$ cat config.mk
export PLATFORM = sky130hd
export DESIGN_NAME = qurw_back
export DESIGN_NICKNAME = d
export VERILOG_FILES = /design/src/rtl/qurw_pkg.sv /design/src/rtl/qurw_back.sv
export SDC_FILE = /design/constraint.sdc
export NUM_CORES = 1
export LEC_CHECK = 0
export BUFFER_PORTS_ARGS = -buffer_cell sky130_fd_sc_hd__buf_2
export CORE_UTILIZATION = 56
export CTS_CLUSTER_DIAMETER = 100
export CTS_CLUSTER_SIZE = 12
export DETAILED_ROUTE_END_ITERATION = 8
export GPL_TIMING_DRIVEN = 1
export PLACE_DENSITY = 0.81
export SLEW_MARGIN = 20
export SYNTH_ARGS = -nofsm -noshare
export SYNTH_HDL_FRONTEND = slang
export SYNTH_SLANG_ARGS = --single-unit
export TNS_END_PERCENT = 10
$ cat constraint.sdc
create_clock -name clock -period 5.9 [get_ports clock]
set_clock_uncertainty 0.2 [all_clocks]
set_input_delay 0.295 -clock clock [delete_from_list [all_inputs] [get_ports clock]]
set_output_delay 0.295 -clock clock [all_outputs]
set_load 0.01 [all_outputs]
$ cat src/rtl/qurw_pkg.sv
// Package for the quote update rate window unit: widths, time conversion
// constants, log constants, state encodings and the front-to-back queue entry.
// No dependencies.
`default_nettype none

package qurw_pkg;

   // Field widths
   localparam int TIME_CODE_W = 30;
   localparam int MS_W        = 29;
   localparam int PRICE_W     = 64;
   localparam int SIZE_W      = 32;
   localparam int COUNT_W     = 32;
   localparam int VALUE_W     = 48;
   localparam int WLEN_W      = 32;

   // Stream word layout
   localparam int REQ_DATA_W  = 224;
   localparam int RSP_DATA_W  = 48;

   // Configuration port
   localparam int CSR_INDEX_W = 8;
   localparam int CSR_DATA_W  = 32;
   localparam logic [CSR_INDEX_W-1:0] CSR_WINDOW_LEN = CSR_INDEX_W'(0);
   localparam logic [CSR_INDEX_W-1:0] CSR_LOG_NORM   = CSR_INDEX_W'(1);
   localparam logic [WLEN_W-1:0]      WINDOW_RESET   = WLEN_W'(500);

   // Fixed-point output format
   localparam int FRAC_BITS_DEF = 16;
   localparam int FRAC_BITS_MAX = 24;
   localparam int RAW_W         = COUNT_W + FRAC_BITS_MAX;

   // Time code conversion: mins = code / 100000, hour = code / 10000000,
   // both by reciprocal multiply and one correction step.
   localparam int TC_W       = TIME_CODE_W + 1;
   localparam int MINS_W     = 14;
   localparam int HOUR_W     = 7;
   localparam int RECIP_SH   = 30;
   localparam int MINS_DIV   = 100000;
   localparam int MINS_RECIP = 10737;
   localparam int HOUR_DIV   = 10000000;
   localparam int HOUR_RECIP = 107;
   // ms = code - MIN_GAP * mins - HOUR_GAP * hour
   localparam int MIN_GAP    = 40000;
   localparam int HOUR_GAP   = 2400000;

   // Logarithm unit
   localparam int MANT_W       = 32;
   localparam int EXP_W        = 6;
   localparam int NORM_STEPS   = 5;
   localparam int NORM_FIRST   = 16;
   localparam int STEP_W       = 5;
   localparam int LOG_T_W      = 55;
   localparam logic [MANT_W-1:0] LN2_Q32 = 32'd2977044472;

   // Queue between front and back
   localparam int QUEUE_DEPTH = 2;

   typedef enum logic [1:0] {
      TK_NONE,
      TK_FIRST,
      TK_NEXT
   } tick_kind_type;

   typedef struct packed {
      tick_kind_type     kind;
      logic              changed;
      logic [MS_W-1:0]   now_ms;
   } entry_type;

   typedef struct packed {
      logic               start;
      logic [COUNT_W-1:0] count;
   } log_req_type;

   typedef struct packed {
      logic               done;
      logic [VALUE_W-1:0] value;
   } log_rsp_type;

   typedef enum logic [1:0] {
      F_IDLE,
      F_EST,
      F_FIX,
      F_CONV
   } front_state_type;

   typedef enum logic [1:0] {
      B_IDLE,
      B_LOG,
      B_OUT
   } back_state_type;

   typedef enum logic [2:0] {
      L_IDLE,
      L_NORM,
      L_SQR,
      L_MLO,
      L_MHI,
      L_RND
   } log_state_type;

endpackage

`default_nettype wire

$ cat src/rtl/qurw_back.sv
// Back end: window bookkeeping, change count, held value and the result
// register. Drives qurw_log for closures with log normalization. Uses qurw_pkg.
`default_nettype none

module qurw_back
   import qurw_pkg::*;
#(
   parameter int FRAC_BITS = FRAC_BITS_DEF
)
(
   input  wire logic                clock,
   input  wire logic                reset,
   input  wire logic [WLEN_W-1:0]   window_len,
   input  wire logic                log_norm,
   input  wire logic                q_empty,
   input  wire entry_type           q_entry,
   output logic                     q_pop,
   output log_req_type              log_req,
   input  wire log_rsp_type         log_rsp,
   output logic                     out_valid,
   input  wire logic                out_ready,
   output logic [VALUE_W-1:0]       out_value,
   output logic                     out_closed
);

   back_state_type         state_ff, state_in;
   logic [MS_W-1:0]        begin_ff, begin_in;
   logic [COUNT_W-1:0]     count_ff, count_in;
   logic [VALUE_W-1:0]     held_ff, held_in;
   logic                   closed_ff, closed_in;
   logic                   rsp_valid_ff, rsp_valid_in;
   logic [VALUE_W-1:0]     rsp_value_ff, rsp_value_in;
   logic                   rsp_closed_ff, rsp_closed_in;

   logic [COUNT_W-1:0]     count_upd;
   logic [MS_W-1:0]        elapsed;
   logic [RAW_W-1:0]       raw_wide;
   logic [VALUE_W-1:0]     raw_value;

   assign count_upd = (q_entry.changed && (count_ff != '1)) ? count_ff + COUNT_W'(1)
                                                             : count_ff;
   assign elapsed   = q_entry.now_ms - begin_ff;
   assign raw_wide  = RAW_W'(count_upd) << FRAC_BITS;
   assign raw_value = (|raw_wide[RAW_W-1:VALUE_W]) ? '1 : raw_wide[VALUE_W-1:0];

   assign out_valid  = rsp_valid_ff;
   assign out_value  = rsp_value_ff;
   assign out_closed = rsp_closed_ff;

   always_comb begin
      state_in      = state_ff;
      begin_in      = begin_ff;
      count_in      = count_ff;
      held_in       = held_ff;
      closed_in     = closed_ff;
      rsp_valid_in  = rsp_valid_ff && !out_ready;
      rsp_value_in  = rsp_value_ff;
      rsp_closed_in = rsp_closed_ff;
      q_pop         = 1'b0;
      log_req.start = 1'b0;
      log_req.count = count_upd;
      unique case (state_ff)
         B_IDLE: begin
            if (!q_empty) begin
               q_pop     = 1'b1;
               closed_in = 1'b0;
               state_in  = B_OUT;
               case (q_entry.kind)
                  TK_FIRST: begin
                     begin_in = q_entry.now_ms;
                  end
                  TK_NEXT: begin
                     if (q_entry.now_ms < begin_ff) begin
                        // time ran backwards: restart the window
                        begin_in = q_entry.now_ms;
                        count_in = '0;
                     end else if (WLEN_W'(elapsed) >= window_len) begin
                        // close the window and publish
                        begin_in  = q_entry.now_ms;
                        count_in  = '0;
                        closed_in = 1'b1;
                        if (log_norm && (elapsed != '0)) begin
                           log_req.start = 1'b1;
                           state_in      = B_LOG;
                        end else begin
                           held_in = raw_value;
                        end
                     end else begin
                        count_in = count_upd;
                     end
                  end
                  default: begin
                  end
               endcase
            end
         end
         B_LOG: begin
            if (log_rsp.done) begin
               held_in  = log_rsp.value;
               state_in = B_OUT;
            end
         end
         B_OUT: begin
            // load the result register once it is free
            if (!rsp_valid_ff || out_ready) begin
               rsp_valid_in  = 1'b1;
               rsp_value_in  = held_ff;
               rsp_closed_in = closed_ff;
               state_in      = B_IDLE;
            end
         end
         default: state_in = B_IDLE;
      endcase
   end

   always_ff @(posedge clock) begin
      if (reset) begin
         state_ff     <= B_IDLE;
         begin_ff     <= '0;
         count_ff     <= '0;
         held_ff      <= '0;
         rsp_valid_ff <= 1'b0;
      end else begin
         state_ff     <= state_in;
         begin_ff     <= begin_in;
         count_ff     <= count_in;
         held_ff      <= held_in;
         rsp_valid_ff <= rsp_valid_in;
      end
   end

   always_ff @(posedge clock) begin
      closed_ff     <= closed_in;
      rsp_value_ff  <= rsp_value_in;
      rsp_closed_ff <= rsp_closed_in;
   end

endmodule

`default_nettype wire

==> results of run 1 <==
## power breakdown
part | internal, mW | total [mW] | switching [mW]
registers | 1.17 | 1.19 | 0.0113
logic | 0.255 | 0.603 | 0.349
clock network | 0.581 | 1.11 | 0.532
total | 2.01 | 2.90 | 0.891
## logic make-up (layout without fill, tap and decap cells)
| logic type | Yosys count | after routing | synth area share |
|---|---|---|---|
| simple gates | 411 | 411 | 0.2014 |
| buf+inv | 131 | 381 | 0.05066 |
| xor+xnor | 39 | 39 | 0.03373 |
| flops | 162 | 162 | 0.3697 |
| mux | 60 | 60 | 0.06030 |
| fa+ha+maj | 61 | 61 | 0.07612 |
| compound gates | 325 | 325 | 0.2081 |
## metrics by stage
stage	power, mW	hold slack, ns
2_1_floorplan	1.591	0.2003
3_3_place_gp	1.758	0.2050
3_5_place_dp	1.767	0.2130
4_1_cts	2.898	0.007971
5_1_grt	3.017	0.02667
6_report	2.902	0.02949
## synth_stat cells, types with 4 or more instances
cell	count	area, um2
mux2_2	8	90.09
a22o_1	16	140.1
nor3b_1	4	30.03
o21ai_0	70	350.3
nand3b_1	4	30.03
o211ai_1	5	37.54
nor2_1	120	450.4
o21a_1	11	82.58
edfxtp_1	50	1501
nand4_1	17	106.4
nand3_1	22	110.1
buf_2	8	40.04
a31oi_1	8	50.05
o221ai_1	4	35.03
inv_1	69	259.0
nand2_1	114	427.9
a21oi_1	93	465.5
a211oi_1	11	82.58
nor2b_1	10	62.56
or2_2	5	31.28
and4_1	12	105.1
and2_1	19	118.9
xor2_1	24	210.2
or3_1	17	106.4
a221o_1	5	50.05
nor3_1	19	95.09
dfxtp_1	112	2242
nor4_1	15	93.84
a21o_1	16	120.1
clkbuf_1	50	187.7
xnor2_1	15	131.4
o22ai_1	21	131.4
mux2i_1	52	520.5
ha_1	60	750.7
a22oi_1	12	90.09
nand2b_1	6	37.54
o21ai_1	10	50.05
o211a_1	4	40.04
a311oi_1	4	35.03
and3_1	11	68.82
## timing repair
| item | CTS | global route |
|---|---|---|
| hold buffers | 66 | 0 |
| resized for setup | 0 | 1 |
| endpoints found under the hold margin | 65 | 0 |
| setup endpoints to repair | 0 | 33 |
## worst max-delay path, cell delays in order
cell           delay [ns]
dlygate4sd3_1        0.53
buf_2                0.14
inv_1                0.06
ha_1                 0.19
fa_1                 0.23
nor2b_1              0.09
o31ai_1              0.40
a21boi_1             0.29
o21a_1               0.28
a21bo_2              0.22
a211oi_1             0.38
ha_1                 0.31
o211a_1              0.22
o21ai_0              0.18
a21oi_1              0.11
o21ai_0              0.09
o21ai_1              0.17
o311a_1              0.15
and2_1               0.18
nand4_2              0.19
a21o_1               0.47
buf_4                0.28
o22ai_1              0.09
## flip-flops by register name (all words and copies together), names as in the netlist
name and cells:
begin_ff 29, closed_ff 1, count_ff 32, held_ff 48, out_closed 1, out_valid 1
out_value 48, state_ff 2
## layout by cell type, fill, tap and decap left out, types with 13 or more instances in the layout
master,count
ha_1,60
clkbuf_16,17
a21o_1,16
o21ai_0,69
buf_2,200
a22o_1,16
xor2_1,24
mux2i_1,52
xnor2_1,15
o22ai_1,21
a21oi_1,93
dfxtp_1,112
nand4_1,17
nor3_1,19
nor4_1,15
nor2_1,119
buf_4,13
or3_1,17
and2_1,19
dlygate4sd3_1,66
inv_1,69
nand3_1,22
nand2_1,114
edfxtp_1,50
## worst min path at each step
| stage | start | end | slack [ns] |
|---|---|---|---|
| 4_1_cts | log_rsp[20] | held_ff[20] | 0.008 |
| 3_5_place_dp | held_ff[40] | out_value[40] | 0.21 |
| 6_report | log_rsp[22] | held_ff[22] | 0.03 |
| 5_1_grt | log_rsp[20] | held_ff[20] | 0.03 |
| 3_3_place_gp | closed_ff | out_closed | 0.20 |
| 2_1_floorplan | closed_ff | out_closed | 0.20 |
## layout make-up
| type | count | area (um2) | share of cell area |
|---|---|---|---|
| Multi-Input combinational cell | 896 | 5882 | 0.4696 |
| Timing Repair Buffer | 279 | 1759 | 0.1405 |
| Tap cell | 225 | 281.5 | 0.02248 |
| Clock inverter | 14 | 156.4 | 0.01249 |
| Clock buffer | 18 | 439.2 | 0.03506 |
| Sequential cell | 162 | 3744 | 0.2989 |
| Inverter | 70 | 262.8 | 0.02098 |
## routing by layer
metal  part of all wire  wire length [um]  vias up
met5                  0                 0        -
met4              0.039              1143        0
met3              0.080              2372       92
met2               0.47             13880      536
met1               0.41             12160     4597
li1                   -                 -     4807
==> metrics, run 1 <==
row count=48; clock latency on the worst-skew pair=about 0.43 ns; mean cell area of the mapped netlist=approximately 8.5 um2; Total Routing Usage GR=0.3186; DRC viols=4; gr busiest metal=met2; Post-Synthesis Cells=1189; worst-path maximum fanout=13; CP startpoint=q_entry[0]; I/O pins=around 200; RSZ-0062 raised after global routing=false; n_diodes=0; CTS tree=yes; DR iter-0 viols=841; setup ws final=approximately 0.42 ns; Final Cycle Share=0.9285; Arr. time, crit path=around 5.6 ns; Max IR drop VDD=about 280 uV; Pwr per Cell Area=between 200 and 250 nW/um2; GPL Wtd Cong=between 0.9 and 1; Lkg Pwr=5.593 nW; drt total wl=29560 um; non-filler cells in the finished layout=1664; GR Layer Usage met1=0.4008; cts bufs inserted=17; Root Buffer=clkbuf_16; die area=around 19000 um2; outcome=finished with violations; Worst Setup EP=held_ff[32]; via count=approximately 10000; worst r2r dst=held_ff[32]; Placeable Area=roughly 17000 um2; die width=~140 um; worst endpoint required time=around 6 ns; share of cells above drive strength 1=0.1890; Worst-path clk slew=~0.07 ns; largest net degree at the start of global routing=100; antenna violations before repair=0; CP Capture Type=flip-flop; worst r2r path cells=20; nets=about 1600; Critical R2R Launch=begin_ff[6]; Initial Util=0.5794; CTS max path bufs=2; endpoints failing hold=0; synth unique cells=79; post-route ant nets=0; vias in the first global route=~9400; Ys Warns=0; Post-Syn Nets=~1400; number of fill cells=1310; WHS Path Cells=3; number of max-cap violations=0; drt via density=~6; GR Util met2=0.5358; Port Buffers=201; chip height=approximately 140 um; Slew HR=0.2515; EDFF count, synth=50; crit start category=input port; Final HPWL DP=21230 um; worst hold path type=in2reg; met3 GRT Util=0.04474; failing checks=DRC; dominant synthesized flop cell=dfxtp_1; drt pass-1 iters=9; Placed Cells=~1600; total clock sinks=162; WS Path Type=in2reg; Mapped Area=slightly above 10000 um2; GRT overflow=0; register area share after synthesis=0.3697; pre-CTS setup slack=0.4975 ns; worst slew pin tran=~1.1 ns; number of buffers added for setup after CTS=0; post-layout util=0.7166; Area Growth Syn to Fin=23.69%; post-route cell area=roughly 13000 um2; FF-to-FF setup slack=0.59 ns; first-pass GRT wire length=between 40000 and 50000 um; Synth Register Bits=roughly 160; # setup viols final=0; Slew Viols, Final=0; Period minus WS final=roughly 5.5 ns; placed inst area=11270 um2; final setup TNS=0 ns; htree depth=4; fraction of registers with async set/reset=0; DR WL/cell=approximately 18 um; Fmax=182.5 MHz
No activity file was read; power rests on OpenSTA's default activity.
==> run 2: changes to the inputs <==
==> constraint.sdc (replaced) <==
create_clock -name clock -period 5.9 [get_ports clock]
set_clock_uncertainty 0.2 [all_clocks]
set_input_delay 1.18 -clock clock [delete_from_list [all_inputs] [get_ports clock]]
set_output_delay 1.18 -clock clock [all_outputs]
set_load 0.01 [all_outputs]
==> run 2 against run 1 <==
The run ends with setup timing left. Via count is 2.8% higher. Sequential share of layout area down 0.92 points. Count of clock-buffer cells in the layout rose by 1. Cell count up 2.0%. Flip-flop and latch count did not move. First-iteration DRC count increased by 1.3%. Die area unchanged. Sequential power about the same.
==> metrics, run 2 (synthesis gave the netlist of run 1 again) <==
outcome=finished with violations; failing checks=setup timing; number of fill cells=1292; drt pass-1 iters=8; worst slew pin tran=around 1.2 ns; DRC viols=0; Total Routing Usage GR=0.3241; worst-path maximum fanout=5; Worst-path clk slew=around 0.07 ns; drt via density=6.074; Max IR drop VDD=between 200 and 250 uV; Slew HR=0.2312; CTS max path bufs=2; Root Buffer=clkbuf_16; worst hold path type=reg2reg; delay of the slowest critical-path stage=roughly 0.40 ns; nets=1640; Initial Util=0.5794; DR iter-0 viols=~850; share of cells above drive strength 1=0.2777; CP cell instances=buf_2 -> ha_1 -> buf_4 -> a221oi_4 -> a211oi_4 -> or3_4 -> and2_1 -> ha_1 -> and4_1 -> o211ai_1 -> o2111a_2 -> o21ai_2 -> o211a_1 -> nand4_1 -> inv_1 -> buf_2; total clock sinks=about 160; Pwr per Cell Area=~230 nW/um2; cts hold-fix bufs=0; Lkg Pwr=5.845 nW; crit start category=input port; worst endpoint required time=roughly 4.5 ns; clock latency on the worst-skew pair=0.43 ns; antenna violations before repair=1; Total Power=between 2 and 3 mW; GPL Wtd Cong=0.9588; CTS tree=yes; Fmax=168.0 MHz; I/O pins=around 200; Arr. time, crit path=~4.6 ns; DR WL/cell=roughly 18 um; Slew Viols, Final=0; drt total wl=slightly above 30000 um; htree depth=4; die width=~140 um; Buffers & Inverters on Critical Path=4; placed inst area=11870 um2; setup ws final=-0.05343 ns; Top delay family on crit path=compound AO/OA/AOI/OAI gates; # setup viols final=2; WS Path Type=in2out; endpoints failing hold=0; via count=between 10000 and 15000; vias in the first global route=9570; Worst path slowest cell=or3_4; Final HPWL DP=21840 um; Port Buffers=roughly 200; post-layout util=0.7393; most common cell after layout, fill and taps aside=buf_2; Period minus WS final=5.953 ns; commonest cells after routing, fill and taps aside=buf_2 (199), nor2_1 (117), nand2_1 (114); number of max-cap violations=0; die area=between 15000 and 20000 um2; Area Growth Syn to Fin=27.60%; Final Cycle Share=1.009; chip height=136.5 um; CP Capture Type=output pin; RSZ-0062 raised after global routing=true; first-pass GRT wire length=47070 um; largest net degree at the start of global routing=100; Placeable Area=about 17000 um2; n_diodes=0; row count=48; GRT overflow=0; post-route ant nets=0; cts bufs inserted=17; post-route cell area=12920 um2
## run 2: routing by layer
metal,share of wire,track usage
met3,0.081,0.05369
met5,0,0
met1,0.41,0.4071
met4,0.037,0.1389
met2,0.48,0.5460
## run 2: final cells by class
type / instances / area, um2 / area share
Timing Repair Buffer: 314 / 1961 / 0.1517
Clock inverter: 12 / 122.6 / 0.009490
Tap cell: 225 / 281.5 / 0.02179
Multi-Input combinational cell: 896 / 6105 / 0.4725
Inverter: 70 / 265.3 / 0.02053
Clock buffer: 19 / 442.9 / 0.03428
Sequential cell: 162 / 3744 / 0.2897
## run 2: power breakdown
group / switching, mW / leakage (nW) / internal, mW
Combinational: 0.386 / 4.19 / 0.313
Clock: 0.485 / 0.279 / 0.602
Sequential: 0.0115 / 1.38 / 1.18
## run 2: final timing paths
| path | to | slack [ns] | depth (start not counted) | start |
|---|---|---|---|---|
| max | log_req[32] | -0.05 | 16 | q_entry[4] |
| min | out_closed | 0.23 | 0 | closed_ff |
| max reg2reg | state_ff[0] | 0.46 | 28 | begin_ff[4] |
| min reg2reg | out_closed | 0.23 | 0 | closed_ff |
## run 2: timing repair
item | in CTS | in global routing
gates resized for setup | 15 | 39
gates cloned | 0 | 0
setup endpoints to repair | 1 | 109
pin swaps | 13 | 18
buffers inserted | 22 | 6
## run 2: per-stage QoR
| step | setup WS [ns] | setup TNS, ns | hold slack (ns) | cells |
|---|---|---|---|---|
| 3_3_place_gp | -0.1194 | -0.1194 | 0.2041 | 1638 |
| 3_5_place_dp | -0.2125 | -0.2125 | 0.2066 | 1638 |
| 2_1_floorplan | 0.05369 | 0 | 0.2003 | 1189 |
| 5_1_grt | -0.2258 | -1.378 | 0.2358 | 1698 |
| 6_report | -0.05343 | -0.08065 | 0.2275 | 1698 |
| 4_1_cts | -0.06467 | -0.06467 | 0.2227 | 1691 |
==> run 3: changes to the inputs <==
- CTS_BUF_LIST: unset -> sky130_fd_sc_hd__clkbuf_8 sky130_fd_sc_hd__clkbuf_16
==> run 3 against run 2 <==
The flow still finishes with violations (setup timing). Count of clock-buffer cells in the layout shrank 1. Register-to-register slack is essentially flat. Combinational power is essentially flat. Via count is essentially flat.
==> metrics, run 3 (synthesis gave the netlist of run 1 again) <==
Area Growth Syn to Fin=27.60%; Arr. time, crit path=around 4.6 ns; Port Buffers=approximately 200; chip height=between 100 and 150 um; CP Capture Type=output pin; Placeable Area=~17000 um2; Comb power frac=0.235; Worst-path clk slew=~0.07 ns; GRT overflow=0; Worst path slowest cell=or3_4; delay of the slowest critical-path stage=around 0.4 ns; I/O pins=around 200; drt total wl=~30000 um; crit start category=input port; Max IR drop VDD=238.6 uV; via count=just over 10000; Final HPWL DP=~22000 um; antenna violations before repair=1; # setup viols final=2; cts hold-fix bufs=0; CTS tree=yes; number of max-cap violations=0; Int Pwr=2.088 mW; drt via density=between 6 and 7; post-layout util=0.7393; RSZ-0062 raised after global routing=true; worst endpoint required time=approximately 4.5 ns; die width=around 140 um; GPL Wtd Cong=between 0.9 and 1; total clock sinks=162; failing checks=setup timing; switching share of power=0.2971; first-pass GRT wire length=47070 um; CTS max path bufs=2; drt pass-1 iters=8; nets=approximately 1600; worst slew pin tran=approximately 1.2 ns; Seq pwr share=0.400; Lkg Pwr=roughly 5.8 nW; Final Cycle Share=1.009; row count=48; Fmax=168.0 MHz; die area=roughly 19000 um2; Clock power frac=0.365; Period minus WS final=about 6.0 ns; DRC viols=0; vias in the first global route=roughly 9600; Total Routing Usage GR=0.3241; endpoints failing hold=0; outcome=finished with violations; clock latency on the worst-skew pair=0.43 ns; setup ws final=-0.05349 ns; Slew Viols, Final=0; commonest cells after routing, fill and taps aside=buf_2 (199), nor2_1 (117), nand2_1 (114); pre-CTS setup slack=-0.2125 ns; Initial Util=0.5794; cts bufs inserted=17; sw power=a little under 0.9 mW; DR iter-0 viols=~850; Pwr per Cell Area=about 230 nW/um2; most common cell after layout, fill and taps aside=buf_2; largest net degree at the start of global routing=100; share of cells above drive strength 1=0.2777; htree depth=4; n_diodes=0; worst hold path type=reg2reg; CP cell instances=buf_2 -> ha_1 -> buf_4 -> a221oi_4 -> a211oi_4 -> or3_4 -> and2_1 -> ha_1 -> and4_1 -> o211ai_1 -> o2111a_2 -> o21ai_2 -> o211a_1 -> nand4_1 -> inv_1 -> buf_2; WS Path Type=in2out; worst-path maximum fanout=5; DR WL/cell=around 18 um; post-route ant nets=0; Slew HR=0.2312; Root Buffer=clkbuf_16
## run 3: changes by cell type in the layout (fill, tap and decap cells not counted), sizes merged
| cell | previous run | this run |
|---|---|---|
| clkbuf | 19 | 18 |
| inv | 77 | 78 |
## run 3: repair_timing
| item | in CTS | in global routing |
|---|---|---|
| pin swaps | 13 | 18 |
| gates resized for setup | 15 | 39 |
| setup buffers | 22 | 6 |
| setup endpoints to repair | 1 | 109 |
## run 3: through the flow
stage	power [mW]	hold slack [ns]	cells	TNS (ns)	cell area, um2
after floorplan	1.592	0.2003	1189	0	10130
after global placement	1.824	0.2041	1638	-0.1194	11870
after detailed placement	1.840	0.2066	1638	-0.2125	11870
after CTS	2.923	0.2227	1691	-0.06467	12660
after global routing	3.087	0.2358	1698	-1.378	12920
final	2.971	0.2275	1698	-0.08073	12920
## run 3: area by class of cell
type / count / area [um2]
tap: 225 / 281.5
inverter: 70 / 265.3
clock inverter: 13 / 126.4
sequential: 162 / 3744
clock buffer: 18 / 439.2
fill: 1292 / 4556
timing repair buffer: 314 / 1961
multi-input combinational: 896 / 6105
## run 3: worst max-delay path: cells and delay by family
| family | cells | cell delay, ns |
|---|---|---|
| compound gates | 6 | 1.30 |
| buf+inv | 4 | 0.50 |
| fa+ha+maj | 2 | 0.61 |
| simple gates | 4 | 0.99 |
## run 3: worst paths after layout
| check | from | cells after the start | to | slack, ns |
|---|---|---|---|---|
| setup / recovery | q_entry[4] | 16 | log_req[32] | -0.05 |
| hold / removal | closed_ff | 0 | out_closed | 0.23 |
| setup reg to reg | begin_ff[4] | 28 | state_ff[0] | 0.46 |
| hold reg to reg | closed_ff | 0 | out_closed | 0.23 |
## run 3: routing by layer
| metal | vias to the layer above | global-route usage | wire (um) |
|---|---|---|---|
| li1 | 4874 | - | - |
| met2 | 552 | 0.5460 | 14480 |
| met1 | 4794 | 0.4071 | 12370 |
| met5 | - | 0 | 0 |
| met4 | 0 | 0.1389 | 1124 |
| met3 | 94 | 0.05369 | 2479 |
## run 3: power by group through the flow
stage	Sequential [mW]	Combinational, mW	Clock, mW
finish	1.19	0.699	1.09
global route	1.19	0.760	1.14
CTS	1.19	0.647	1.09
detailed placement	1.21	0.629	0
global placement	1.21	0.614	0
floorplan	1.22	0.373	0
